--- src/tks_pkg.sv ---
package tks_pkg;

  localparam int unsigned DataW       = 32;
  localparam int unsigned PosW        = 32;
  localparam int unsigned KeepW       = 7;
  localparam int unsigned MaxKeepDef  = 64;

  localparam logic [KeepW-1:0] KeepCountRst = KeepW'(1);

  // configuration register indexes
  localparam logic CFG_KEEP_COUNT      = 1'b0;
  localparam logic CFG_SELECT_SMALLEST = 1'b1;

  typedef enum logic {
    ST_FILL,
    ST_DRAIN
  } tks_state_e;

  typedef enum logic [1:0] {
    OP_HOLD,
    OP_INSERT,
    OP_DRAIN
  } tks_op_e;

  typedef struct packed {
    logic signed [DataW-1:0] value;
    logic [PosW-1:0]         position;
    logic                    occupied;
  } tks_entry_t;

  // broadcast to every cell of the chain
  typedef struct packed {
    tks_op_e                 op;
    logic                    smallest;
    logic signed [DataW-1:0] value;
    logic [PosW-1:0]         position;
  } tks_ctrl_t;

endpackage

--- src/tks_cell.sv ---
module tks_cell (
  input  logic               clk_i,
  input  logic               rst_ni,
  input  tks_pkg::tks_ctrl_t ctrl_i,
  input  logic               in_range_i,  // slot index below keep count
  input  logic               hit_i,       // new value placed in an earlier slot
  input  tks_pkg::tks_entry_t prev_i,     // neighbor toward the best slot
  input  tks_pkg::tks_entry_t next_i,     // neighbor toward the worst slot
  output tks_pkg::tks_entry_t entry_o,
  output logic               hit_o
);
  import tks_pkg::*;

  logic                    occ_q, occ_d;
  logic signed [DataW-1:0] value_q, value_d;
  logic [PosW-1:0]         pos_q, pos_d;
  logic                    occ_eff, ahead, cond, ins, shift;

  // slots past the keep count are dropped at the next insert
  assign occ_eff = occ_q & in_range_i;
  assign ahead   = ctrl_i.smallest ? (ctrl_i.value < value_q) : (ctrl_i.value > value_q);
  assign cond    = in_range_i & (~occ_eff | ahead);
  assign ins     = cond & ~hit_i;
  assign shift   = hit_i & in_range_i;
  assign hit_o   = hit_i | cond;

  always_comb begin
    occ_d   = occ_q;
    value_d = value_q;
    pos_d   = pos_q;
    case (ctrl_i.op)
      OP_INSERT: begin
        occ_d = occ_eff;
        if (ins) begin
          value_d = ctrl_i.value;
          pos_d   = ctrl_i.position;
          occ_d   = 1'b1;
        end else if (shift) begin
          value_d = prev_i.value;
          pos_d   = prev_i.position;
          occ_d   = occ_eff | prev_i.occupied;
        end
      end
      OP_DRAIN: begin
        value_d = next_i.value;
        pos_d   = next_i.position;
        occ_d   = next_i.occupied;
      end
      default: ;
    endcase
  end

  always_ff @(posedge clk_i or negedge rst_ni) begin
    if (!rst_ni) begin
      occ_q <= 1'b0;
    end else begin
      occ_q <= occ_d;
    end
  end

  always_ff @(posedge clk_i) begin
    value_q <= value_d;
    pos_q   <= pos_d;
  end

  // prev_i.occupied must already carry the neighbor's cut, so export occ_eff
  assign entry_o.value    = value_q;
  assign entry_o.position = pos_q;
  assign entry_o.occupied = occ_eff;

endmodule

--- config.mk ---
export PLATFORM = sky130hd
export DESIGN_NAME = tks_cell
export DESIGN_NICKNAME = d
export VERILOG_FILES = /design/src/tks_pkg.sv /design/src/tks_cell.sv
export SDC_FILE = /design/constraint.sdc
export NUM_CORES = 1
export LEC_CHECK = 0
export ABC_AREA = 1
export ABC_CLOCK_PERIOD_IN_PS = 5700
export BUFFER_PORTS_ARGS = -buffer_cell sky130_fd_sc_hd__buf_2
export CAP_MARGIN = 30
export CORE_MARGIN = 2
export CORE_UTILIZATION = 30
export DETAILED_ROUTE_END_ITERATION = 8
export PLACE_DENSITY_LB_ADDON = 0.05
export SLEW_MARGIN = 0
export SYNTH_ARGS = -nofsm -noshare
export SYNTH_HDL_FRONTEND = slang
export SYNTH_SLANG_ARGS = --single-unit
--- constraint.sdc ---
create_clock -name clk_i -period 5.7 [get_ports clk_i]
set_clock_uncertainty 0.1 [all_clocks]
set_input_delay 0.57 -clock clk_i [delete_from_list [all_inputs] [get_ports clk_i]]
set_output_delay 0.57 -clock clk_i [all_outputs]
set_load 0.03 [all_outputs]
==> results by group, run 1 <==
Place
  – Final HPWL DP: 12.5 mm
  – Routability congestion estimate: 0.775
  – DP Cell Count: 1180
  – Placed Instance Area: 6720 um2
  – PortBufs: 266

Power
  – Clock power frac: a little under a third
  – Psw: 0.577 mW
  – Internal power: 1.11 mW
  – Logic gate share of total power: a little under a third
  – P_leak: 4.04 nW
  – Sequential share of power: approximately 36%
  – Pwr dens: 240 nW/um2
  – Peak VDD IR: between 0.0001 and 0.00015 V
  – Switch share: around a third

Critical path
  – Buf/Inv on CP: 2
  – CP cell instances: inv_1 -> ha_1 -> a21o_1 -> o21ai_0 -> nand2_1 -> a21oi_1 -> nand2_1 -> nand2_1 -> nand3_2 -> nand3_4 -> nand2_1 -> a31oi_4 -> buf_12
  – Slowest stage delay, CP: 760 ps
  – CP delay by family, top: compound AO/OA/AOI/OAI gates
  – Crit-path most repeated cell: nand2_1
  – Crit path capture type: flip-flop
  – Worst R2R Start: value_q[19]
  – Crit path kind: flip-flop to flip-flop
  – CP arrival: 3650 ps
  – Register-to-register setup slack: 1960 ps
  – CP max-delay cell: a31oi_4
  – CP Max Fanout: 41
  – Worst Setup Start Kind: flip-flop
  – CP startpoint: value_q[19]
  – RR Endpoint: pos_q[16]
  – Crit path required time: 5610 ps
  – Worst r2r path cells: 13

Floorplan
  – DIE HEIGHT: 137 um
  – IO Count: roughly 270
  – Initial Utilization: a little under a third
  – Core area: approximately 17000 um2
  – Total die area: 18800 um2
  – Site Rows: 48
  – Die Wd: 137 um

Logic synthesis
  – Commonest cells in the netlist: nand2_1, inv_1, nand3_1
  – Cell with the most instances after synthesis: nand2_1
  – Mux share of post-synthesis cell area: 0%
  – Post-synth top area share: between 30% and 40%
  – Synth area leader: edfxtp_1
  – Synth Area in Simple Gates: a little over a third
  – Synthesized area per cell: 7.34 um2
  – Post-Synthesis Cells: just over 700
  – Post-Syn Nets: 960
  – Seq/Total Area, Yosys: a little over a third
  – Post-Synth XOR/XNOR Area: 0%
  – Synthesized flop and latch total: 65
  – Complex-gate fraction of the synthesized area: 2.37%
  – Distinct cells, synth: 24
  – Post-Syn Area: 5320 um2
  – Top FF cell, synth: edfxtp_1
  – Number of synthesized flops with an enable pin: 64
  – YS warnings: 0
  – Largest family of logic cells by synthesized area: simple AND/OR/NAND/NOR gates
  – Area contributors post-synth: edfxtp_1, nand2_1, inv_1, ha_1, nand4_1
  – Asr flop ratio synth: 1.54%
  – Adder-cell share of the synthesized area: under 10%

Detailed routing
  – Iteration-0 DRC Markers: 167
  – Drt drc: 0
  – Detailed-router iteration count before antenna repair: 4
  – DR WL/cell: 14.7 um
  – Total wire length: around 18 mm
  – Vias: 5313
  – Detail Route Antenna Nets: 0
  – Vias per std cell: 4.43

Global routing
  – Global route overflow: 0
  – Vias in the first global route: 5269
  – Initial antenna violation count: 2
  – Largest net degree at the start of global routing: 66
  – First-pass GRT wire length: 26.7 mm
  – Gr usage total: a little under a fifth

Timing
  – Hold Vio Cnt, Final: 0
  – Setup tns final: 0 ps
  – Slew @ Worst Pin: 928 ps
  – Final Max Tran Viols: 0
  – RSZ-0062 raised after global routing: false
  – Final setup violation count: 0
  – Tcrit/Tclk final: 65.6%
  – Fmax achieved: 0.268 GHz
  – Minimum clock period: 3740 ps
  – Relative slew slack: a little under two fifths

Final layout
  – Final Cell Area: 7010 um2
  – Area delta synth->final: 31.7%
  – Layout cells sized above 1: between 30% and 40%
  – Post-route insts no fill: approximately 1.2k
  – # fillers: 1919
  – Nets: 1202

CTS
  – Clk sinks: 65
  – Clock transition at the registers of the reported paths: 60 ps
  – Clk Latency, worst-skew pair: 330 ps
  – H-tree Lvls: 3
  – Resized Gates After CTS: 0
  – CTS tree: done
  – CTS Buffer Depth: 2
  – Number of buffers created by CTS: 9
  – CTS root buf: clkbuf_16

Worst hold path
  – WHS Endpoint: pos_q[28]
  – Hold path depth: 3
  – HP Class: primary input to flip-flop
  – Hold Startpoint: next_i[29]

Flow run
  – Max cap viols: 0

Outcome
  – Status: complete, no violations
## per-layer routing
metal  global-route usage [%]  share of wire (%)  up-vias
li1                         -                  -     2787
met1                     22.1                 42     2336
met2                     32.6                 48      176
met3                     5.15                8.3       14
met4                     5.44                1.2        0
met5                        0                  0        -
## final cells by class
cell class	instances	area [um2]	area share [%]
Multi-Input combinational cell	445	2440	34.9
Sequential cell	65	1950	27.8
Timing Repair Buffer	275	1410	20.2
Inverter	171	642	9.16
Tap cell	225	282	4.02
Clock buffer	11	233	3.32
Clock inverter	5	46.3	0.660
Antenna cell	1	2.50	0.0357
## worst max-delay path by stage
stage	to	slack, ps	depth (start not counted)
after floorplan	pos_q[0]	1300	13
after global placement	pos_q[13]	1620	13
after detailed placement	pos_q[13]	1570	13
after CTS	pos_q[16]	1880	13
after global routing	pos_q[14]	1590	13
final	pos_q[16]	1960	13
## cell families (layout without fill, tap and decap cells)
logic type               after synthesis  count (layout)
AND/OR/NAND/NOR                      388             388
AO/OA/AOI/OAI                         23              23
adder cells (fa/ha/maj)               34              34
flip-flops                            65              65
buffers and inverters                215             462
other                                  0               1
## through the flow
step / util (%) / worst slack [ps] / total power, mW / hold WS (ps)
floorplan: - / 1300 / 0.996 / 174
global placement: 38.8 / 1620 / 1.17 / 247
detailed placement: 38.8 / 1570 / 1.17 / 248
CTS: 40.5 / 1880 / 1.71 / 393
global route: 40.5 / 1590 / 1.79 / 411
finish: 40.5 / 1960 / 1.69 / 408
## state kept, by name, summed over array words and instances, names as in the netlist
register  cells
occ_q         1
pos_q        32
value_q      32
## tightest hold or removal path, stage by stage
cell     delay, ps
buf_2           70
nand2_1         40
nand2_1         50
## repair_timing
action / 4_1_cts / 5_1_grt
endpoints found under the hold margin: 1 / 0
hold buffers: 1 / 0
setup buffers: 0 / 0
## power by group through the flow
stage / Combinational, mW / Sequential (mW) / Clock [mW]
floorplan: 0.283 / 0.713 / 0
CTS: 0.547 / 0.612 / 0.554
detailed placement: 0.545 / 0.621 / 0
global placement: 0.547 / 0.621 / 0
finish: 0.538 / 0.611 / 0.536
global route: 0.606 / 0.617 / 0.573
## cell usage in the layout (no fill, tap or decap), drive strengths merged, types with 2 or more instances in the layout
| master | synthesis | final |
|---|---|---|
| edfxtp | 64 | 64 |
| a21oi | 15 | 15 |
| o21ai | 3 | 3 |
| clkbuf | 22 | 11 |
| nand4 | 65 | 65 |
| inv | 171 | 171 |
| ha | 34 | 34 |
| nand2 | 234 | 234 |
| buf | 22 | 274 |
| o21a | 2 | 2 |
| nand3 | 73 | 73 |
| nor2 | 14 | 14 |
| a21o | 2 | 2 |
| clkinv | 0 | 4 |
Note: power is estimated with default switching activity, not from simulation.
==> inputs of run 2 (changes only) <==
--- a/config.mk
+++ b/config.mk
@@ -5,8 +5,8 @@
 export SDC_FILE = /design/constraint.sdc
 export NUM_CORES = 1
 export LEC_CHECK = 0
-export ABC_AREA = 1
-export ABC_CLOCK_PERIOD_IN_PS = 5700
+export ABC_AREA = 0
+export ABC_CLOCK_PERIOD_IN_PS = 3600
 export BUFFER_PORTS_ARGS = -buffer_cell sky130_fd_sc_hd__buf_2
 export CAP_MARGIN = 30
 export CORE_MARGIN = 2
==> constraint.sdc (replaced) <==
create_clock -name clk_i -period 3.6 [get_ports clk_i]
set_clock_uncertainty 0.1 [all_clocks]
set_input_delay 0.36 -clock clk_i [delete_from_list [all_inputs] [get_ports clk_i]]
set_output_delay 0.36 -clock clk_i [all_outputs]
set_load 0.03 [all_outputs]
==> run 2 against run 1 <==
Net effect: non-clock buffer count unchanged; sequential cell count is the same; clock power up 58%; register-to-register slack worse by 1600 ps; first-iteration DRC count decreased by 4.8%; worst hold slack worse by 200 ps; largest power group unchanged.
==> results by group, run 2 <==
Outcome
  – Status: complete, no violations

CTS
  – H-tree Lvls: 3
  – CTS root buf: clkbuf_16
  – CTS Buffer Depth: 2
  – Clk Latency, worst-skew pair: 330 ps
  – Number of buffers created by CTS: 9
  – CTS tree: done
  – Clk sinks: 65
  – Clock transition at the registers of the reported paths: 50 ps

Timing
  – Slew @ Worst Pin: 600 ps
  – Relative slew slack: about three fifths
  – Hold Vio Cnt, Final: 0
  – Setup tns final: 0 ps
  – Final Max Tran Viols: 0
  – Minimum clock period: 3400 ps
  – RSZ-0062 raised after global routing: false
  – Fmax achieved: ~0.3 GHz
  – Tcrit/Tclk final: 94.3%
  – Final setup violation count: 0

Logic synthesis
  – Commonest cells in the netlist: a21oi_1, nand2_1, nor2b_1
  – Synth area leader: edfxtp_1
  – YS warnings: 0
  – Post-Synthesis Cells: 494
  – Number of synthesized flops with an enable pin: 64
  – Top FF cell, synth: edfxtp_1
  – Cell with the most instances after synthesis: a21oi_1
  – Synthesized area per cell: roughly 8.9 um2
  – Post-synth top area share: 43.5%
  – Post-Syn Nets: 729
  – Post-Syn Area: 4420 um2
  – Area contributors post-synth: edfxtp_1, a21oi_1, ha_1, nor2b_1, nand2_1
  – Seq/Total Area, Yosys: 44.1%
  – Distinct cells, synth: 39
  – Synthesized flop and latch total: 65
  – Asr flop ratio synth: under 10%

Power
  – Logic gate share of total power: 30.7%
  – Psw: 0.840 mW
  – Clock power frac: between 30% and 40%
  – Sequential share of power: between 30% and 40%
  – Pwr Total: 2.63 mW
  – Peak VDD IR: 0.000186 V
  – Pwr dens: 417 nW/um2
  – Internal power: 1.79 mW
  – P_leak: between 3 and 4 nW
  – Switch share: 32.0%

Floorplan
  – DIE HEIGHT: 125 um
  – IO Count: ~270
  – Initial Utilization: 30.5%
  – Core area: 14500 um2
  – Total die area: 15700 um2
  – Die Wd: ~130 um
  – Site Rows: 44

Flow run
  – Max cap viols: 0

Critical path
  – Worst R2R Start: value_q[15]
  – Worst r2r path cells: 11
  – RR Endpoint: value_q[31]
  – CP arrival: 2940 ps
  – Worst Setup Start Kind: flip-flop
  – Crit path required time: around 3100 ps
  – Register-to-register setup slack: roughly 360 ps
  – Crit path kind: flip-flop to output pin
  – Crit path capture type: output pin
  – CP endpoint: hit_o
  – Slowest stage delay, CP: 450 ps
  – CP max-delay cell: nor4_2
  – CP Max Fanout: 3
  – CP startpoint: value_q[15]
  – CP cell instances: inv_1 -> ha_1 -> nand4_1 -> nor4_2 -> a21boi_0 -> o311a_1 -> o21ai_2 -> a211o_1 -> a21o_1 -> buf_2

Detailed routing
  – Detail Route Antenna Nets: 0
  – Drt drc: 0
  – Vias per std cell: around 4.8
  – Vias: 4477
  – Detailed-router iteration count before antenna repair: 5
  – Iteration-0 DRC Markers: 159
  – Total wire length: 13.9 mm
  – DR WL/cell: 14.8 um

Final layout
  – Layout cells sized above 1: 40.0%
  – Biggest regs: pos_q: 32 flops, value_q: 32 flops, occ_q: 1 flops
  – Nets: 987
  – Most common cell after layout, fill and taps aside: buf_2
  – Final Core Density: 43.5%
  – Most frequent cells in the layout: buf_2, a21oi_1, nand2_1
  – Area delta synth->final: 42.7%

Global routing
  – First-pass GRT wire length: 22.0 mm
  – Vias in the first global route: 4453
  – Initial antenna violation count: 1
  – Global route overflow: 0
  – Largest net degree at the start of global routing: 65
  – Gr usage total: between 15 and 20%

Worst hold path
  – HP Class: primary input to flip-flop

Place
  – Final HPWL DP: 10.9 mm
  – PortBufs: roughly 270
  – Routability congestion estimate: around 0.8
run 2: stage by stage:
step / setup slack, ps / std cells / area, um2 / hold slack [ps]
3_5_place_dp: 178 / 924 / 6000 / 36.8
5_1_grt: 32.2 / 941 / 6300 / 227
4_1_cts: 107 / 941 / 6290 / 190
2_1_floorplan: -159 / 494 / 4500 / -35.6
6_report: 204 / 942 / 6300 / 206
3_3_place_gp: 200 / 924 / 6000 / 36.8
run 2: kinds of logic after synthesis:
| logic type | count (synthesis) | share of synthesized area, % |
|---|---|---|
| and+or+nand+nor | 167 | 19.1 |
| AOI/OAI and AO/OA | 164 | 20.4 |
| DFF | 65 | 44.1 |
| adders and majority gates | 34 | 9.63 |
| buffers and inverters | 64 | 6.80 |
run 2: critical path: cells and delay by family, from the launching register on:
kind / cells / cell delay (ps)
buffers and inverters: 2 / 230
DFF: 1 / 350
AOI/OAI and AO/OA: 5 / 1100
and+or+nand+nor: 2 / 630
adders and majority gates: 1 / 290
run 2: power groups by stage:
| stage | Clock [mW] | Sequential (mW) | Combinational, mW |
|---|---|---|---|
| after global routing | 0.913 | 0.983 | 0.897 |
| after detailed placement | 0 | 0.989 | 0.814 |
| after global placement | 0 | 0.987 | 0.808 |
| final | 0.846 | 0.973 | 0.807 |
| after CTS | 0.877 | 0.975 | 0.818 |
| after floorplan | 0 | 1.14 | 0.375 |
run 2: timing repair:
item,4_1_cts,5_1_grt
buffers inserted,0,0
hold buffers,1,0
gates resized for setup,0,1
endpoints found under the hold margin,1,0
endpoints found under the setup margin,0,1
run 2: cell type report:
cell class,count,area [um2]
Multi-Input combinational cell,365,2270
Timing Repair Buffer,275,1440
Antenna cell,1,2.50
Tap cell,184,230
Fill cell,1503,8180
Clock buffer,12,236
Clock inverter,4,43.8
Sequential cell,65,1950
Inverter,36,135
run 2: worst min path at each step:
stage / end / startpoint / cells past startpoint / slack [ps]
4_1_cts: occ_q / next_i[0] / 3 / 190
5_1_grt: occ_q / next_i[0] / 3 / 230
3_5_place_dp: occ_q / rst_ni / 1 / 40
6_report: occ_q / next_i[0] / 3 / 210
2_1_floorplan: occ_q / rst_ni / 0 / -40
3_3_place_gp: occ_q / rst_ni / 1 / 40
run 2: layer usage:
layer / track usage [%] / share of wire, %
met5: 0 / 0
met4: 6.01 / 1.9
met3: 4.96 / 7.7
met2: 31.6 / 50
met1: 20.1 / 41
